## config.mk

```make
export PLATFORM = sky130hd
export DESIGN_NAME = fdl_ctrl
export DESIGN_NICKNAME = d
export VERILOG_FILES = /design/src/hdl/fdl_pkg.sv /design/src/hdl/fdl_ctrl.sv
export SDC_FILE = /design/constraint.sdc
export NUM_CORES = 1
export LEC_CHECK = 0
export BUFFER_PORTS_ARGS = -buffer_cell sky130_fd_sc_hd__buf_2
export CAP_MARGIN = 10
export CELL_PAD_IN_SITES_DETAIL_PLACEMENT = 1
export CELL_PAD_IN_SITES_GLOBAL_PLACEMENT = 2
export CORE_ASPECT_RATIO = 1.2
export CORE_MARGIN = 2
export CORE_UTILIZATION = 28
export CTS_CLUSTER_DIAMETER = 120
export CTS_CLUSTER_SIZE = 12
export DETAILED_ROUTE_END_ITERATION = 6
export PLACE_DENSITY = 0.69
export RECOVER_POWER = 50
export SYNTH_ARGS = -nofsm -noshare
export SYNTH_HDL_FRONTEND = slang
export SYNTH_SLANG_ARGS = --single-unit
```

## constraint.sdc

```tcl
create_clock -name clk -period 2.3 [get_ports clk]
set_clock_uncertainty 0.15 [all_clocks]
set_input_delay 0.46 -clock clk [delete_from_list [all_inputs] [get_ports clk]]
set_output_delay 0.46 -clock clk [all_outputs]
set_load 0.05 [all_outputs]
```

## src/hdl/fdl_pkg.sv

```systemverilog
// Shared types, constants and arithmetic helpers for the feedback delay line.
// No dependencies; imported by every module of the block.
`default_nettype none

package fdl_pkg;

	localparam int SW      = 16;
	localparam int DEPTH   = 262144;
	localparam int AW      = $clog2(DEPTH);
	localparam int FRAC_W  = 16;
	localparam int DFRAC_W = 24;
	localparam int GW      = AW + DFRAC_W;
	localparam int POS_W   = AW + FRAC_W;
	localparam int DT_W    = 18;
	localparam int Q16_W   = 17;
	localparam int GLIDE_W = 18;
	localparam int ACC_W   = SW + 20;
	localparam int CFG_W   = 18;
	localparam int CFG_IDX_W = 2;

	localparam logic [Q16_W-1:0]   UNITY   = Q16_W'(65536);
	localparam logic [GLIDE_W-1:0] GLIDE   = GLIDE_W'(214748);
	localparam logic [AW-1:0]      MAX_IDX = AW'(DEPTH - 1);
	localparam logic [ACC_W-1:0]   HALF_LSB = ACC_W'(32768);

	typedef enum logic [CFG_IDX_W-1:0] {
		CFG_DELAY_TARGET = 2'd0,
		CFG_FEEDBACK     = 2'd1,
		CFG_WET_MIX      = 2'd2,
		CFG_INPUT_GAIN   = 2'd3
	} fdl_cfg_idx_t;

	typedef struct packed {
		logic capture;
		logic fetch;
		logic write;
		logic interp;
		logic wet;
		logic mix;
		logic load_out;
	} fdl_cmd_t;

	// round a Q16 product sum to nearest (ties up) and saturate to SW bits
	function automatic logic signed [SW-1:0] round_sat(input logic signed [ACC_W-1:0] v);
		localparam logic signed [ACC_W-17:0] Q_MAX = (ACC_W-16)'((64'd1 << (SW-1)) - 64'd1);
		localparam logic signed [ACC_W-17:0] Q_MIN = -Q_MAX - (ACC_W-16)'(1);
		logic [ACC_W-1:0]          r;
		logic signed [ACC_W-17:0]  q;
		logic signed [SW-1:0]      res;
		r = v + HALF_LSB;
		q = $signed(r[ACC_W-1:16]);
		if (q > Q_MAX) begin
			res = Q_MAX[SW-1:0];
		end else if (q < Q_MIN) begin
			res = Q_MIN[SW-1:0];
		end else begin
			res = q[SW-1:0];
		end
		return res;
	endfunction

endpackage

`default_nettype wire

```

## src/hdl/fdl_ctrl.sv

```systemverilog
// Sequencer for the feedback delay line: walks one sample through the datapath.
// Depends on fdl_pkg for the command struct.
`default_nettype none

module fdl_ctrl
	import fdl_pkg::*;
(
	input  wire logic     clk,
	input  wire logic     arst_n,
	input  wire logic     in_valid,
	output logic          in_ready,
	output logic          out_valid,
	input  wire logic     out_ready,
	output fdl_cmd_t      cmd
);

	typedef enum logic [6:0] {
		ST_IDLE   = 7'b0000001,
		ST_FETCH  = 7'b0000010,
		ST_WRITE  = 7'b0000100,
		ST_INTERP = 7'b0001000,
		ST_WET    = 7'b0010000,
		ST_MIX    = 7'b0100000,
		ST_DONE   = 7'b1000000
	} state_t;

	state_t state_q, state_d;
	logic   out_valid_q;
	logic   slot_free;

	assign slot_free = !out_valid_q || out_ready;
	assign in_ready  = (state_q == ST_IDLE);
	assign out_valid = out_valid_q;

	always_comb begin
		cmd          = '0;
		cmd.capture  = (state_q == ST_IDLE) && in_valid;
		cmd.fetch    = (state_q == ST_FETCH);
		cmd.write    = (state_q == ST_WRITE);
		cmd.interp   = (state_q == ST_INTERP);
		cmd.wet      = (state_q == ST_WET);
		cmd.mix      = (state_q == ST_MIX);
		cmd.load_out = (state_q == ST_DONE) && slot_free;
	end

	always_comb begin
		state_d = state_q;
		unique case (state_q)
			ST_IDLE:   if (in_valid) state_d = ST_FETCH;
			ST_FETCH:  state_d = ST_WRITE;
			ST_WRITE:  state_d = ST_INTERP;
			ST_INTERP: state_d = ST_WET;
			ST_WET:    state_d = ST_MIX;
			ST_MIX:    state_d = ST_DONE;
			ST_DONE:   if (slot_free) state_d = ST_IDLE;
			default:   state_d = ST_IDLE;
		endcase
	end

	always_ff @(posedge clk or negedge arst_n) begin
		if (!arst_n) begin
			state_q     <= ST_IDLE;
			out_valid_q <= 1'b0;
		end else begin
			state_q <= state_d;
			if (cmd.load_out) begin
				out_valid_q <= 1'b1;
			end else if (out_ready) begin
				out_valid_q <= 1'b0;
			end
		end
	end

endmodule

`default_nettype wire

```

==> impl_summary.log <==
INFO  metric run_status = finished with violations
INFO  metric failed_checks = setup timing
INFO  metric core_area = 0.00158 mm2
INFO  metric worst-path-max-fanout = 2
INFO  metric yosysSeqAreaShare = 44.0%
INFO  metric static-leakage-power = 0.000374 uW
INFO  metric power.internal = 469 uW
INFO  metric cts_tree = done
INFO  metric number_of_global_route_vias_before_repair = 474
INFO  metric nNetsFinal = 75
INFO  metric post_synth_inst_count = 45
INFO  metric design.die.area = 0.00198 mm2
INFO  metric crit_path_capture_type = primary output
INFO  metric finalWorstPathRequiredPeriod = 2.65 ns
INFO  metric hpwl_reported_at_the_end_of_detailed_placement = 961 um
INFO  metric num_antenna_cells = 0
INFO  metric utilization = 44.8%
INFO  metric routed_via_density = 5.19
INFO  metric synth_top_family_by_area = simple AND/OR/NAND/NOR gates
INFO  metric post_synth_xor_area_fraction = 1.91%
INFO  metric wl_per_cell = 14.0 um
INFO  metric antenna_violating_nets_post_route = 0
INFO  metric areaGrowthSynthToFinish = 54.6%
INFO  metric synth_fp_nets = 49
INFO  metric fillerInstances = 198
INFO  metric io-pin-count = 13
INFO  metric synth-seq-cells = 8
INFO  metric distinct_cell_type_count_after_synthesis = 25
INFO  metric netSwitchingFraction = 41.8%
INFO  metric path_class = reg -> out
INFO  metric peakVddDrop = 0.000664 V
INFO  metric slew_violations = 0
INFO  metric slew_headroom = 70.2%
INFO  metric fmax = 378 MHz
INFO  metric p_switching = 337 uW
INFO  metric worstRegToRegCells = 5
INFO  metric initial_core_utilization = 29.0%
INFO  metric timing.max_cap.violations = 0
INFO  metric global_route.usage.total = 14.9%
INFO  metric post_synth_adder_cell_area = 0%
INFO  metric avgSynthCellArea = 10.2 um2
INFO  metric synth-compound-area-share = 11.5%
INFO  metric global_route.overflow_total = 0
INFO  metric syn_area = 458 um2
INFO  metric startpoint_type = flop
INFO  metric timing.hold.worst.class = in -> reg
INFO  metric synthMuxAreaShare = 0%
INFO  metric comb_power_share = 61.8%
INFO  metric buffer_ports.inserted = 12
INFO  metric power.sequential.fraction = 23.6%
INFO  metric worst-endpoint-required = 1.69 ns
INFO  metric finalHoldViolCount = 0
INFO  metric rows = 16
INFO  metric clock_insertion_delay_worst_skew = 0.26 ns
INFO  metric numClockSinks = 8
INFO  metric clockRootBuffer = sky130_fd_sc_hd__clkbuf_4
INFO  metric setup_violations = 2
INFO  metric clkPwrFrac = 14.6%
INFO  metric cts-buffers-inserted = 3
INFO  metric routed_wl = 1230 um
INFO  metric worstHoldPathCells = 2
INFO  metric final_layout_size_suffix_gt1_share = 48.6%
INFO  metric grt_antenna_before_repair = 0
INFO  metric final_cycle_utilization_of_the_critical_path = 115%
INFO  metric detail_route.iter0.violations = 5
INFO  metric post_placement_setup_slack = -0.171 ns
INFO  metric gp_congestion = 0.719
INFO  metric finalWorstSetupSlack = -0.348 ns
INFO  metric routed-via-count = 457
INFO  metric synth-warning-count = 0
INFO  metric setup_repair_after_global_routing_missed_its_margin = yes
INFO  metric wire_length_of_the_first_global_routing_pass = 2080 um
INFO  metric timing.critical_path.arrival = 2.04 ns
INFO  metric clkTransAtPathRegs = 0.05 ns
INFO  metric post_synth_and_or_nand_nor_area_fraction = 38.5%
INFO  metric htree_num_levels = 1
INFO  metric drc = 0
INFO  metric cts.path.max_buffers = 2
INFO  metric detailedRoute.firstPassIterationCount = 2
INFO  metric largest_net_degree_at_the_start_of_global_routing = 10
INFO  metric die_h = 48.3 um
INFO  metric worstMarginPinSlew = 0.447 ns
INFO  metric die_width = 40.9 um
INFO  metric power_density_over_the_cells = 1140 mW/mm2
path summary, 6_finish.rpt:
check                      slack, ns                     end                   start
setup / recovery               -0.35                  cmd[6]  state_q[0]$_DFFE_PN1P_
hold / removal                  0.24  state_q[0]$_DFFE_PN1P_                in_valid
setup reg to reg                0.33  state_q[1]$_DFFE_PN0P_  state_q[0]$_DFFE_PN1P_
hold reg to reg                 0.41   out_valid$_DFFE_PN0P_   out_valid$_DFFE_PN0P_
max in group asynchronous       1.15  state_q[0]$_DFFE_PN1P_                  arst_n
min in group asynchronous       0.50  state_q[3]$_DFFE_PN0P_                  arst_n
cells in the final DEF, fill, tap and decap left out:
cell                            n
sky130_fd_sc_hd__a21boi_0       1
sky130_fd_sc_hd__a21oi_1        1
sky130_fd_sc_hd__and2_1         1
sky130_fd_sc_hd__and2_4         1
sky130_fd_sc_hd__and3_1         1
sky130_fd_sc_hd__and3b_1        4
sky130_fd_sc_hd__and3b_2        1
sky130_fd_sc_hd__and4b_2        2
sky130_fd_sc_hd__buf_2          7
sky130_fd_sc_hd__buf_4          8
sky130_fd_sc_hd__buf_6          2
sky130_fd_sc_hd__buf_8          2
sky130_fd_sc_hd__clkbuf_1       3
sky130_fd_sc_hd__clkbuf_4       4
sky130_fd_sc_hd__dfrtp_1        7
sky130_fd_sc_hd__dfstp_2        1
sky130_fd_sc_hd__dlygate4sd3_1  1
sky130_fd_sc_hd__inv_1          2
sky130_fd_sc_hd__inv_8          1
sky130_fd_sc_hd__nand4_1        1
sky130_fd_sc_hd__nor2_1         3
sky130_fd_sc_hd__nor2_2         1
sky130_fd_sc_hd__nor2b_1        1
sky130_fd_sc_hd__nor3_1         2
sky130_fd_sc_hd__nor4_1         1
sky130_fd_sc_hd__nor4_4         1
sky130_fd_sc_hd__nor4bb_1       1
sky130_fd_sc_hd__o2111a_1       1
sky130_fd_sc_hd__o211a_1        1
sky130_fd_sc_hd__o21ai_0        2
sky130_fd_sc_hd__o32ai_1        1
sky130_fd_sc_hd__or4_4          1
sky130_fd_sc_hd__or4b_4         2
sky130_fd_sc_hd__xor2_1         1
worst max-delay path: stages, from the launching register on:
cell	delay (ns)
sky130_fd_sc_hd__dfstp_2	0.52
sky130_fd_sc_hd__or4b_4	0.46
sky130_fd_sc_hd__or4_4	0.48
sky130_fd_sc_hd__inv_8	0.07
sky130_fd_sc_hd__and2_4	0.13
sky130_fd_sc_hd__buf_8	0.13
metrics by stage:
step	cells	total power (uW)	hold slack (ns)	instance area [um2]	setup TNS (ns)
3_5_place_dp	82	601	0.168	626	-0.234
6_report	88	806	0.241	708	-0.670
5_1_grt	88	862	0.247	708	-0.882
3_3_place_gp	82	599	0.170	626	-0.229
4_1_cts	88	809	0.235	703	-0.691
2_1_floorplan	45	494	0.0144	483	-0.124
kinds of logic (layout without fill, tap and decap cells):
group | Yosys count | count (layout)
xor+xnor | 1 | 1
buf+inv | 5 | 30
compound gates | 7 | 7
simple gates | 24 | 24
flops | 8 | 8
registers in the layout, summed over array words and instances (netlist names):
register and flops:
state_q 7, out_valid 1
layout make-up:
type | count | area (um2) | area share [%]
tap | 18 | 22.5 | 3.18
multi-input combinational | 32 | 267 | 37.6
timing repair buffer | 23 | 173 | 24.4
sequential | 8 | 201 | 28.4
clock buffer | 4 | 26.3 | 3.71
inverter | 3 | 18.8 | 2.65
layer usage:
layer | track usage, % | part of all wire [%]
met5 | 0 | 0
met4 | 5.00 | 0
met3 | 1.83 | 5.5
met2 | 26.3 | 54
met1 | 17.0 | 40
synth_stat cells, drive strengths merged:
library cell	instances	area [um2]
nor2b	1	6.26
or4	1	11.3
a21oi	1	5.00
clkbuf	2	7.51
inv	3	11.3
nor4	2	12.5
o32ai	1	8.76
and3	1	6.26
nand4	1	6.26
nor4bb	1	10.0
nor3	2	10.0
o211a	1	10.0
nor2	4	15.0
and4b	2	22.5
dfstp	1	26.3
and2	2	12.5
o21ai	2	10.0
or4b	2	20.0
and3b	5	43.8
xor2	1	8.76
a21boi	1	7.51
dfrtp	7	175
o2111a	1	11.3
power by group through the flow:
stage	sequential, uW	combinational [uW]	clock, uW
after global routing	192	541	129
after detailed placement	190	410	0
after CTS	189	499	121
after floorplan	197	297	0
after global placement	190	409	0
final	190	498	118
what timing repair did:
action	4_1_cts	5_1_grt
endpoints found under the hold margin	7	0
buffers inserted	1	0
pin swaps	0	0
hold buffers	1	0
endpoints found under the setup margin	3	6
resized for setup	10	4
No activity file was read; power rests on OpenSTA's default activity.
